[src/hw/rtl/irn_fifo.sv]
// Small register-based FIFO used between the front and back ends and on the result side.
// Depends on nothing; data is a flat vector of WIDTH bits.
`timescale 1ns / 1ps

module irn_fifo #(
    parameter int WIDTH = 8,
    parameter int DEPTH = 4
) (
    input  logic                       i_clk,
    input  logic                       i_rst_n,
    input  logic                       i_push,
    input  logic [WIDTH-1:0]           i_data,
    input  logic                       i_pop,
    output logic [WIDTH-1:0]           o_data,
    output logic                       o_full,
    output logic                       o_empty,
    output logic [$clog2(DEPTH+1)-1:0] o_count
);

    localparam int PTR_W = (DEPTH > 1) ? $clog2(DEPTH) : 1;
    localparam int CNT_W = $clog2(DEPTH + 1);

    logic [WIDTH-1:0] r_mem [DEPTH];
    logic [PTR_W-1:0] r_wr, n_wr;
    logic [PTR_W-1:0] r_rd, n_rd;
    logic [CNT_W-1:0] r_cnt, n_cnt;
    logic             do_push, do_pop;

    assign o_full  = (r_cnt == CNT_W'(DEPTH));
    assign o_empty = (r_cnt == '0);
    assign o_count = r_cnt;
    assign o_data  = r_mem[r_rd];

    assign do_push = i_push && !o_full;
    assign do_pop  = i_pop && !o_empty;

    always_comb begin
        n_wr  = r_wr;
        n_rd  = r_rd;
        n_cnt = r_cnt;
        if (do_push) begin
            n_wr = (r_wr == PTR_W'(DEPTH - 1)) ? '0 : r_wr + PTR_W'(1);
        end
        if (do_pop) begin
            n_rd = (r_rd == PTR_W'(DEPTH - 1)) ? '0 : r_rd + PTR_W'(1);
        end
        case ({do_push, do_pop})
            2'b10:   n_cnt = r_cnt + CNT_W'(1);
            2'b01:   n_cnt = r_cnt - CNT_W'(1);
            default: n_cnt = r_cnt;
        endcase
    end

    always_ff @(posedge i_clk) begin
        if (!i_rst_n) begin
            r_wr  <= '0;
            r_rd  <= '0;
            r_cnt <= '0;
        end else begin
            r_wr  <= n_wr;
            r_rd  <= n_rd;
            r_cnt <= n_cnt;
        end
    end

    always_ff @(posedge i_clk) begin
        if (do_push) begin
            r_mem[r_wr] <= i_data;
        end
    end

endmodule

[config.mk]
export PLATFORM = sky130hd
export DESIGN_NAME = irn_fifo
export DESIGN_NICKNAME = d
export VERILOG_FILES = /design/src/hw/rtl/irn_fifo.sv
export SDC_FILE = /design/constraint.sdc
export NUM_CORES = 1
export LEC_CHECK = 0
export BUFFER_PORTS_ARGS = -buffer_cell sky130_fd_sc_hd__buf_2
export CORE_AREA = 4 4 46 78
export CTS_BUF_LIST = sky130_fd_sc_hd__clkbuf_4 sky130_fd_sc_hd__clkbuf_8
export DETAILED_ROUTE_END_ITERATION = 8
export DIE_AREA = 0 0 50 82
export PLACE_DENSITY_LB_ADDON = 0.2
export RECOVER_POWER = 100
export SETUP_SLACK_MARGIN = 0.15
export SYNTH_ARGS = -nofsm -noshare
export SYNTH_HDL_FRONTEND = slang
export SYNTH_SLANG_ARGS = --single-unit
export TNS_END_PERCENT = 20
[constraint.sdc]
create_clock -name i_clk -period 2.5 [get_ports i_clk]
set_input_delay 0.125 -clock i_clk [delete_from_list [all_inputs] [get_ports i_clk]]
set_output_delay 0.125 -clock i_clk [all_outputs]
set_load 0.02 [all_outputs]
* Yosys cells after proc, flatten, opt, wreduce, memory -nomap -nowiden
Memory sizes are Yosys's and may differ from the RTL's. A register that Yosys moved wholly into a read port is not among the register bits.
Cells that the tools add are included.
** Storage, ports and cells
- Output and inout port bits :: 13
- RAM bits :: 32
- Input port bits :: 12
- Memories kept :: 1
- Bits in registers :: 7
** Memories
- r_mem :: depth 4, width 8, rd ports 1, clocked after Yosys merged registers in 1, write ports 1, RTL line 23 : logic [WIDTH-1:0] r_mem [DEPTH];
** Operators by class
- Add/sub/neg operators :: 4
- Reduce and logical (&&, ||, !) cells :: 6
- Mux-type cells :: 7
- Eq/ne operators :: 5
** Operator list (number)
- 2-to-1 mux 2 bit :: 4
- equality test 2 bit (second input constant) :: 3
- one-hot mux 3 bit (2 select lines) :: 1
- adder 2 x 1 -> 2 bit (second input constant) :: 2
- adder 3 x 1 -> 3 bit (second input constant) :: 1
- equality test 3 bit (second input constant) :: 1
- zero test 3 bit :: 1
- subtractor 3 x 1 -> 3 bit (second input constant) :: 1
- equality test 2 x 1 -> 1 bit (second input constant) :: 1
- logical AND 1 bit :: 2
- zero test 1 bit :: 2
- 2-to-1 mux 1 bit :: 2
- nonzero test 2 bit :: 1

* Depth between registers and ports, before layout
- Word-level depth :: 5
- Depth in mapped cells :: 10
- Mapped depth without buffers :: 9

* Worst setup path before layout
No wires, ideal clock.
- Path type :: register to register
- Start point :: reg r_cnt[2] (netlist: o_count[2])
- End point :: reg r_cnt[2] (netlist: o_count[2])
- Library setup time :: 0.076 ns
- Data arrival time :: 2.339 ns
- Data required time :: 2.424 ns
- Path slack :: 0.085 ns
- Buffers on the path :: 1
- Cell stages (with the launch flop) :: 11
- Path through :: dfxtp_1 -> nor3b_2 -> nor2b_1 -> buf_2 -> inv_1 -> ha_1 -> inv_1 -> fa_1 -> xor2_1 -> or3_1 -> a21boi_0
** On the way
- Cells in the longest elaborated chain, start to end :: 5
- Elaborated cells on any way between the ends :: 12
- Classes of those cells :: add/sub: 2; eq/ne: 3; mux: 1; reduce/logical: 6
** Ends and longest elaborated chain
- start: declaration :: RTL line 26 : logic [CNT_W-1:0] r_cnt, n_cnt;
- start signal: assignment :: RTL line 62 : r_cnt <= n_cnt;
- equality test 3 bit * :: RTL line 29 : assign o_full = (r_cnt == CNT_W'(DEPTH));
- via o_full :: RTL line 15 : output logic o_full,
- zero test 1 bit * :: RTL line 34 : assign do_push = i_push && !o_full;
- logical AND 1 bit * :: RTL line 34
- equality test 2 x 1 -> 1 bit or equality test 2 bit (tied branches) :: RTL line 47 : case ({do_push, do_pop})
- one-hot mux 3 bit (2 select lines) or nonzero test 2 bit (tied branches)
Mark *: on every way through the listed nets, which the timed path passes. The rest lies on a longest branch.
A chain may end at the register's enable or synchronous reset.

* Worst setup path after layout
- Start point :: reg r_cnt[0] (netlist: o_count[0])
- End point :: reg r_cnt[2] (netlist: o_count[2])
** On the way
- Cells in the longest elaborated chain, start to end :: 5
- Elaborated cells on any way between the ends :: 12
- Classes of those cells :: add/sub: 2; eq/ne: 3; mux: 1; reduce/logical: 6
** Ends and longest elaborated chain (RTL line)
- equality test 3 bit or zero test 3 bit (tied branches) :: 29, 30
- zero test 1 bit, on equally long branches :: 34, 35
- logical AND 1 bit, on equally long branches :: 34, 35
- equality test 2 x 1 -> 1 bit or equality test 2 bit (tied branches) :: 47
- one-hot mux 3 bit (2 select lines) or nonzero test 2 bit (tied branches)
Parallel ways exist; a longest one is shown, timed or not.

==> impl_metrics.ini <==
[timing]
maxSlewViolCount = 0
period_needed_ns = 2.183
post-route-period-util = 0.8733
holdWs_ns = 0.09431
fin_skew_ns = 0.005826
rsz0062_at_grt = no
tightest_slew_ns = 0.6213
fmax_ghz = 0.4580
setup_viol_count_final = 0
tns_ns = 0
finalHoldViolCount = 0
slew_headroom = 0.5856

[place]
dp_cells = 161
place.gp.congestion = 0.7058
dp_hpwl_um = 1773
place_area_um2 = 1813
io_buffer_count = 24

[global_routing]
grt-ovfl-total = 0
antenna_found_initial = 0
grt_pass1_wl_um = 3981
grt_max_degree = 14
grt.total_usage = 0.1350
grt_pass1_vias = 883

[logic_synthesis]
syn_avg_cell_area_um2 = 16.78
syn-num-nets = 117
ys_seq_elements = 41
yosysWarnings = 0
netlist_instances = 98
netlist_area_um2 = 1644
synth_cell_types = 22
ys_seq_area_frac = 0.6941

[clock_network]
post-cts-setup-buffers = 0
path_clk_slew_ns = 0.08
root_buffer = clkbuf_8
cts.sinks = 41
cts_buffers = 5
cts.htree.levels = 2
cts_tree = yes
ctsResizeCount = 0
clock_path_buffers = 2
insertion_delay_ns = 0.29
hold_buffers = 0

[layout]
final_cell_mix = edfxtp_1 (32), clkbuf_1 (22), dfxtp_1 (9), mux4_2 (8)
num-nets-final = 145
design_area_um2 = 1897
final_common_cell = edfxtp_1
n_antenna_cell = 0
area_growth_pct = 15.37
drive_above_1_share = 0.1654
fin_util = 0.6407
fin_cells = 169

[setup_path]
crit_buf_inv = 3
path_cells = o31ai_1 > clkbuf_1 > inv_1 > ha_1 > inv_1 > fa_1 > xor2_1 > or3_1 > a21boi_0
worstPathArrival_ns = 2.39
worstSetupPathDepth = 9
cpMostUsedCell = inv_1
critical-path-max-stage-delay_ns = 0.49
reg2regPathDepth = 9
critPathLaunchType = register
crit_family = adder cells
critPathMaxFanout = 6
cp-end-kind = register
critPathRequiredTime_ns = 2.71
crit_path_top_delay_cell = dfxtp_1
path_class = reg2reg

[power]
power.density_nw_per_um2 = 1013
leakage_nw = 0.6463
ir_drop_uv = 600.9

[floorplan]
io_pins = 25
fp.dieW_um = 50
die_h_um = 82
fp-row-count = 26
core_area_um2 = 2960
initial_utilization = 0.5554
die_area_um2 = 4100

[outcome]
status = completed

[routing]
dr.pass1.iters = 4
routedWlPerCell_um = 14.21
wirelength_um = 2401
vias_per_cell = 5.036
route.vias.total = 851
ant_nets = 0
drc = 0
drt-initial-drc-count = 9

[worst_hold_path]
holdPathStages = 1
hold_class = in2reg

[flow_run]
drv_cap = 0
-- sequential cells by signal, indices dropped and copies added, names as in the netlist, named ones only --
name and flops:
o_count 3, r_rd 2, r_mem 32, r_wr 2
-- kinds of logic (layout without fill, tap and decap cells) --
family,Yosys count,in the layout,synth area share
compound gates,6,6,0.02131
simple gates,21,21,0.06774
fa+ha+maj,7,7,0.05784
buf+inv,11,40,0.02664
flops,41,41,0.6941
xor+xnor,2,2,0.01066
mux,10,10,0.1218
-- area by class of cell --
type	instances	area (um2)
Inverter	7	26.28
Fill cell	228	1064
Clock inverter	2	35.03
Tap cell	42	52.55
Timing Repair Buffer	25	97.59
Multi-Input combinational cell	46	467.9
Sequential cell	41	1141
Clock buffer	6	76.32
-- power breakdown --
group / total [mW] / switching, mW / internal (mW)
combinational: 0.487 / 0.278 / 0.209
sequential: 0.923 / 0.0901 / 0.833
clock: 0.512 / 0.205 / 0.307
-- synth_stat cells --
library cell | count | area (um2)
clkbuf_1 | 2 | 7.510
nand2_1 | 7 | 26.28
xnor2_1 | 1 | 8.760
a21boi_0 | 1 | 7.510
nor2_1 | 2 | 7.510
buf_2 | 2 | 10.01
edfxtp_1 | 32 | 960.9
xor2_1 | 1 | 8.760
o21ai_0 | 4 | 20.02
nand3_1 | 2 | 10.01
nor3b_2 | 1 | 12.51
nor3_1 | 1 | 5.000
nor2b_1 | 1 | 6.260
o31ai_1 | 1 | 7.510
ha_1 | 6 | 75.07
mux4_2 | 8 | 180.2
dfxtp_1 | 9 | 180.2
and2_1 | 6 | 37.54
fa_1 | 1 | 20.02
mux2i_1 | 2 | 20.02
or3_1 | 1 | 6.260
inv_1 | 7 | 26.28
-- routing by layer --
metal,track usage,part of all wire,vias up
met5,0,0,-
met2,0.2408,0.56,26
li1,-,-,413
met3,0.04356,0.055,2
met4,0.05817,0.013,0
met1,0.1436,0.37,410
-- metrics by stage --
step	setup WS [ns]	power [mW]
after floorplan	0.1529	1.304
after global placement	0.4586	1.448
after detailed placement	0.2966	1.465
after CTS	0.2732	1.979
after global routing	0.1220	2.029
final	0.3168	1.922
-- worst paths after layout --
path | slack (ns) | endpoint | start
min | 0.09 | r_mem[3][0] | i_data[0]
max | 0.32 | o_count[2] | o_count[0]
min reg2reg | 0.51 | r_wr[1] | r_wr[1]
max reg2reg | 0.32 | o_count[2] | o_count[0]
No activity file was read; power rests on OpenSTA's default activity.
