### config.mk
export PLATFORM = sky130hd
export DESIGN_NAME = irn_front
export DESIGN_NICKNAME = d
export VERILOG_FILES = /design/src/hw/rtl/irn_pkg.sv /design/src/hw/rtl/irn_front.sv
export SDC_FILE = /design/constraint.sdc
export NUM_CORES = 1
export LEC_CHECK = 0
export BUFFER_PORTS_ARGS = -buffer_cell sky130_fd_sc_hd__buf_4
export CAP_MARGIN = 20
export CORE_MARGIN = 2
export CORE_UTILIZATION = 37
export CTS_CLUSTER_DIAMETER = 30
export DETAILED_ROUTE_END_ITERATION = 8
export GPL_TIMING_DRIVEN = 0
export PLACE_DENSITY = 0.77
export SLEW_MARGIN = 20
export SYNTH_ARGS = -nofsm -noshare
export SYNTH_HDL_FRONTEND = slang
export SYNTH_SLANG_ARGS = --single-unit
### constraint.sdc
create_clock -name i_clk -period 3.9 [get_ports i_clk]
set_clock_uncertainty 0.05 [all_clocks]
set_input_delay 0.78 -clock i_clk [delete_from_list [all_inputs] [get_ports i_clk]]
set_output_delay 0.78 -clock i_clk [all_outputs]
set_load 0.03 [all_outputs]
### src/hw/rtl/irn_pkg.sv
// Shared types and constants for the nearest-neighbor image rotation core.
// No dependencies; imported by the front end, back end, top level and checker.
`timescale 1ns / 1ps

package irn_pkg;

    localparam int PIX_W   = 24;
    localparam int POS_W   = 8;
    localparam int DIM_W   = 9;
    localparam int TRIG_W  = 16;
    localparam int DELTA_W = POS_W + 2;          // signed destination offset
    localparam int PROD_W  = DELTA_W + TRIG_W;   // offset times sine/cosine
    localparam int PADDR_W = 5;
    localparam int PDATA_W = 32;

    localparam logic KIND_LOAD  = 1'b0;
    localparam logic KIND_QUERY = 1'b1;

    localparam logic [2:0] REG_WIDTH  = 3'd0;
    localparam logic [2:0] REG_HEIGHT = 3'd1;
    localparam logic [2:0] REG_COS    = 3'd2;
    localparam logic [2:0] REG_SIN    = 3'd3;
    localparam logic [2:0] REG_FILL   = 3'd4;

    // effective configuration seen by the datapath (dimensions already clamped)
    typedef struct packed {
        logic        [DIM_W-1:0]  width;
        logic        [DIM_W-1:0]  height;
        logic signed [TRIG_W-1:0] cos_v;
        logic signed [TRIG_W-1:0] sin_v;
        logic        [PIX_W-1:0]  fill;
    } t_cfg;

    // classified item passed from the front end to the back end
    typedef struct packed {
        logic                      kind;
        logic                      ld_ok;
        logic        [POS_W-1:0]   pos_x;
        logic        [POS_W-1:0]   pos_y;
        logic signed [DELTA_W-1:0] dx;
        logic signed [DELTA_W-1:0] dy;
        logic        [PIX_W-1:0]   pixel;
    } t_item;

    typedef struct packed {
        logic [PIX_W-1:0] pixel;
        logic             outside;
    } t_result;

endpackage

### src/hw/rtl/irn_front.sv
// Front end: accepts input transactions, classifies loads and queries,
// and precomputes the offset of a query to the image center. Uses irn_pkg.
`timescale 1ns / 1ps

module irn_front #(
    parameter int MAX_WIDTH  = 256,
    parameter int MAX_HEIGHT = 256
) (
    input  logic                         i_clk,
    input  logic                         i_rst_n,
    input  logic                         i_push,
    output logic                         o_full,
    input  logic                         i_kind,
    input  logic [irn_pkg::POS_W-1:0]    i_pos_x,
    input  logic [irn_pkg::POS_W-1:0]    i_pos_y,
    input  logic [irn_pkg::PIX_W-1:0]    i_pixel_in,
    input  irn_pkg::t_cfg                i_cfg,
    input  logic                         i_mid_full,
    output logic                         o_mid_push,
    output irn_pkg::t_item               o_mid_item
);

    import irn_pkg::*;

    logic  r_vld, n_vld;
    t_item r_item, n_item;
    logic  accept;
    logic [POS_W-1:0] cx, cy;

    assign o_full     = r_vld && i_mid_full;
    assign accept     = i_push && !o_full;
    assign o_mid_push = r_vld && !i_mid_full;
    assign o_mid_item = r_item;

    // center is floor(dim / 2)
    assign cx = i_cfg.width[DIM_W-1:1];
    assign cy = i_cfg.height[DIM_W-1:1];

    always_comb begin
        n_item.kind  = i_kind;
        n_item.ld_ok = (32'(i_pos_x) < MAX_WIDTH) && (32'(i_pos_y) < MAX_HEIGHT);
        n_item.pos_x = i_pos_x;
        n_item.pos_y = i_pos_y;
        n_item.dx    = $signed({2'b00, i_pos_x}) - $signed({2'b00, cx});
        n_item.dy    = $signed({2'b00, i_pos_y}) - $signed({2'b00, cy});
        n_item.pixel = i_pixel_in;

        if (accept) begin
            n_vld = 1'b1;
        end else if (o_mid_push) begin
            n_vld = 1'b0;
        end else begin
            n_vld = r_vld;
        end
    end

    always_ff @(posedge i_clk) begin
        if (!i_rst_n) begin
            r_vld <= 1'b0;
        end else begin
            r_vld <= n_vld;
        end
    end

    always_ff @(posedge i_clk) begin
        if (accept) begin
            r_item <= n_item;
        end
    end

endmodule

; Word level (Yosys, flattened, before mapping)
; Cells that the tools add are included.
; W data, S select, Z words.
[classes]
n_addsub = 2
muxes = 2
n_reduce_logical = 6
[op_table]
columns = cell, count
row1 = $sub A8 B8 Y9, 2
row2 = $logic_and A1 B1 Y1, 3
row3 = $logic_not A1 Y1, 2
row4 = $mux W1, 2
row5 = $reduce_bool A2 Y1, 1
[word_totals]
regBits = 62
wordCells = 17

; Logic depth before layout (Yosys ltp)
[depth]
depth_word = 4
depth_mapped = 8
depth_no_buf = 8

; Worst setup path before layout
; No wires, ideal clock.
[synth_path]
path_type = input to register
from = input i_mid_full
to = register r_item (netlist bit o_mid_item[0]), enable pin
t_arrival_ns = 3.708
required_ns = 3.368
setup_slack_ns = -0.340
path_stages = 2
path_buffers = 0
path_cell_list = and2_1 > nor2b_1
[synth_between]
elab_chain_len = 3
[synth_rtl]
columns = element, line
row1 = start: declaration, irn_front.sv:18  ; input logic i_mid_full,
row2 = $logic_and A1 B1 Y1, irn_front.sv:30  ; assign o_full = r_vld && i_mid_full;
row3 = $logic_not A1 Y1, irn_front.sv:31  ; assign accept = i_push && !o_full;
row4 = $logic_and A1 B1 Y1, irn_front.sv:31
row5 = net accept, irn_front.sv:27  ; logic accept;
row6 = end signal: assignment, irn_front.sv:67  ; r_item <= n_item;
row7 = end: declaration, irn_front.sv:26  ; t_item r_item, n_item;
; The timed path passes the listed nets, and every way through them passes these cells.
; A chain may end at the register's enable or synchronous reset.

==> flow_metrics.py <==
metrics = {
    "clock_tree": {
        "clock_latency_ns": 0.33,
        "cts_resized": 0,
        "cts_sinks": 60,
        "clockBufferDepth": 2,
        "cts_root_buffer": "clkbuf_8",
        "clk_pin_slew_ns": 0.06,
        "cts_buffers": 9,
        "cts_setup_buffers": 0,
        "cts_max_level": 3,
        "cts_tree": "done",
        "postCtsHoldBufs": 0,
    },
    "sta": {
        "finalMaxSlewViolations": 0,
        "setup_slack_ns": 1.67,
        "max_clock_freq_mhz": 448,
        "tns_ns": 0,
        "finalHoldViolations": 0,
        "fin_crit_sh_pct": 57.3,
        "setup_violations": 0,
        "min_period_ns": 2.23,
        "whs_ns": 0.575,
        "rsz0062_at_grt": "no",
    },
    "power": {
        "power_leakage_nw": 1.74,
        "p_per_area_nw_per_um2": 480,
        "ir_worst_vdd_uv": 258,
    },
    "global_route": {
        "grt.total_usage_pct": 14.8,
        "grt_max_degree": 31,
        "grt_pass1_wl_um": 8340,
        "grt_pass1_vias": 1831,
        "grt_antenna_before_repair": 0,
        "overflow": 0,
    },
    "route": {
        "firstDrtPassIters": 4,
        "wl_um": 5430,
        "drt-wirelength-per-cell_um": 14.1,
        "drc": 0,
        "viasPerCell": 4.56,
        "drtAntennaViolNets": 0,
        "route.vias.total": 1755,
        "drt_iter0_drc": 61,
    },
    "setup_path": {
        "crit_type": "input pin to flip-flop",
        "rrSetupSlack_ns": 2.43,
        "crit_path_max_fanout": 3,
        "cp.required_ns": 3.92,
        "crit_path_end_kind": "flip-flop",
        "worstPathArrival_ns": 2.26,
        "critPathLaunchType": "input pin",
    },
    "synthesis": {
        "avgSynthCellArea_um2": 15.7,
        "synth_ff_type": "edfxtp_1",
        "yosysTopAreaCell": "edfxtp_1",
        "synth_cell_type_count": 26,
        "synth.area.top_cells": "edfxtp_1 69%, ha_1 7.8%, inv_1 3.5%, xnor2_1 2.7%, nor2b_4 2.1%",
        "synth.cell_area_um2": 2570,
        "syn_nets": 301,
        "ys_ff_latch": 60,
        "seq_area_frac_synth_pct": 69.8,
        "synth_edf_count": 59,
        "synth_cells": 164,
        "synth_top_area_share_pct": 69.0,
        "async_flop_share_pct": 0,
        "synth_warnings": 0,
    },
    "floorplanning": {
        "initial_core_util_pct": 38.0,
        "chipHeight_um": 87.3,
        "die_area_um2": 7620,
        "rows": 30,
        "die_x_um": 87.3,
        "num_io_pins": 183,
        "coreArea_um2": 6760,
    },
    "finish": {
        "seq_area_um2": 1790,
        "fin_util_pct": 57.7,
        "antenna-diode-count": 0,
        "fin_cells": 385,
        "nets": 437,
        "multi_input_area_um2": 671,
        "fill_cells": 567,
        "drive_above_1_share_pct": 49.8,
        "area_delta_synth_final_pct": 51.9,
    },
    "placed_design": {
        "dp_hpwl_um": 4300,
        "io_buffers": 123,
        "globalplace.congestion": 0.732,
        "dp_cells": 369,
        "dp_slack_ns": 1.32,
    },
    "run": {
        "maxCapViolations": 0,
    },
    "run_status": {
        "status": "completed",
    },
    "hold_path": {
        "hold_class": "input pin to flip-flop",
    },
}
## final cells by class
| class | count | area share, % |
|---|---|---|
| timing repair buffer | 125 | 24.9 |
| sequential | 60 | 45.9 |
| clock inverter | 5 | 3.18 |
| clock buffer | 11 | 3.37 |
| multi-input combinational | 77 | 17.2 |
| tap | 80 | 2.57 |
| inverter | 24 | 2.31 |
| buffer | 3 | 0.577 |
## kinds of logic after synthesis
family	synth area share, %
flops	69.8
other cells	0.146
simple gates	5.51
fa+ha+maj	9.36
compound gates	8.09
xor+xnor	2.73
buf+inv	4.39
## sequential cells by signal (all words and copies together), names as in the netlist
| signal | cells |
|---|---|
| o_mid_item | 59 |
| r_vld | 1 |
## critical path, stage by stage
cell	delay, ns
buf_4	0.08
inv_1	0.03
ha_1	0.24
fa_1	0.45
nor2b_4	0.14
o21ai_2	0.07
a21boi_2	0.19
o21ai_1	0.12
o2bb2ai_1	0.15
## Yosys cell counts, drive strengths merged (3+ instances only)
cell type,number
xnor2,8
o21ai,4
edfxtp,59
o21a,7
a21oi,4
inv,24
a21boi,4
buf,3
nor2,10
nor2b,6
ha,16
## routing by layer
layer	routed length [µm]	up-vias	global-route usage, %
met5	0	-	0
met4	95	0	7.97
met3	487	7	5.50
met2	2910	75	26.7
met1	1930	812	14.4
li1	-	861	-
## report_power, final
| part | leakage [nW] | switching [W] | internal, W | total (W) |
|---|---|---|---|---|
| clock network | 0.125 | 0.000236 | 0.000488 | 0.000723 |
| logic | 1.04 | 0.000202 | 0.000161 | 0.000363 |
| registers | 0.578 | 0.0000132 | 0.000771 | 0.000784 |
## metrics by stage
stage	cell area [µm²]	total power, W
3_3_place_gp	3590	0.00115
4_1_cts	3900	0.00190
2_1_floorplan	2570	0.00101
6_report	3900	0.00187
5_1_grt	3900	0.00195
3_5_place_dp	3650	0.00117
## final timing paths
path,cells past startpoint,startpoint,end
hold / removal,1,i_pixel_in[6],o_mid_item[6]
setup / recovery,9,i_pos_y[0],o_mid_item[32]
hold reg to reg,2,r_vld,r_vld
setup reg to reg,3,r_vld,o_mid_item[22]
## placed cells by master (no fill, tap or decap)
| cell | n |
|---|---|
| a21boi_0 | 2 |
| a21boi_2 | 2 |
| a21oi_1 | 2 |
| a21oi_2 | 2 |
| and2_1 | 1 |
| buf_12 | 1 |
| buf_16 | 1 |
| buf_4 | 126 |
| bufinv_16 | 4 |
| clkbuf_1 | 2 |
| clkbuf_8 | 9 |
| clkinv_1 | 1 |
| conb_1 | 1 |
| dfxtp_1 | 1 |
| edfxtp_1 | 59 |
| fa_1 | 2 |
| ha_1 | 16 |
| inv_1 | 24 |
| nand2_1 | 2 |
| nor2_1 | 10 |
| nor2b_1 | 1 |
| nor2b_4 | 5 |
| nor3_1 | 2 |
| o211ai_1 | 2 |
| o21a_1 | 7 |
| o21ai_1 | 2 |
| o21ai_2 | 2 |
| o22ai_1 | 2 |
| o2bb2ai_1 | 2 |
| o31a_1 | 2 |
| or3_1 | 2 |
| xnor2_1 | 8 |
No activity file was read; power rests on OpenSTA's default activity.
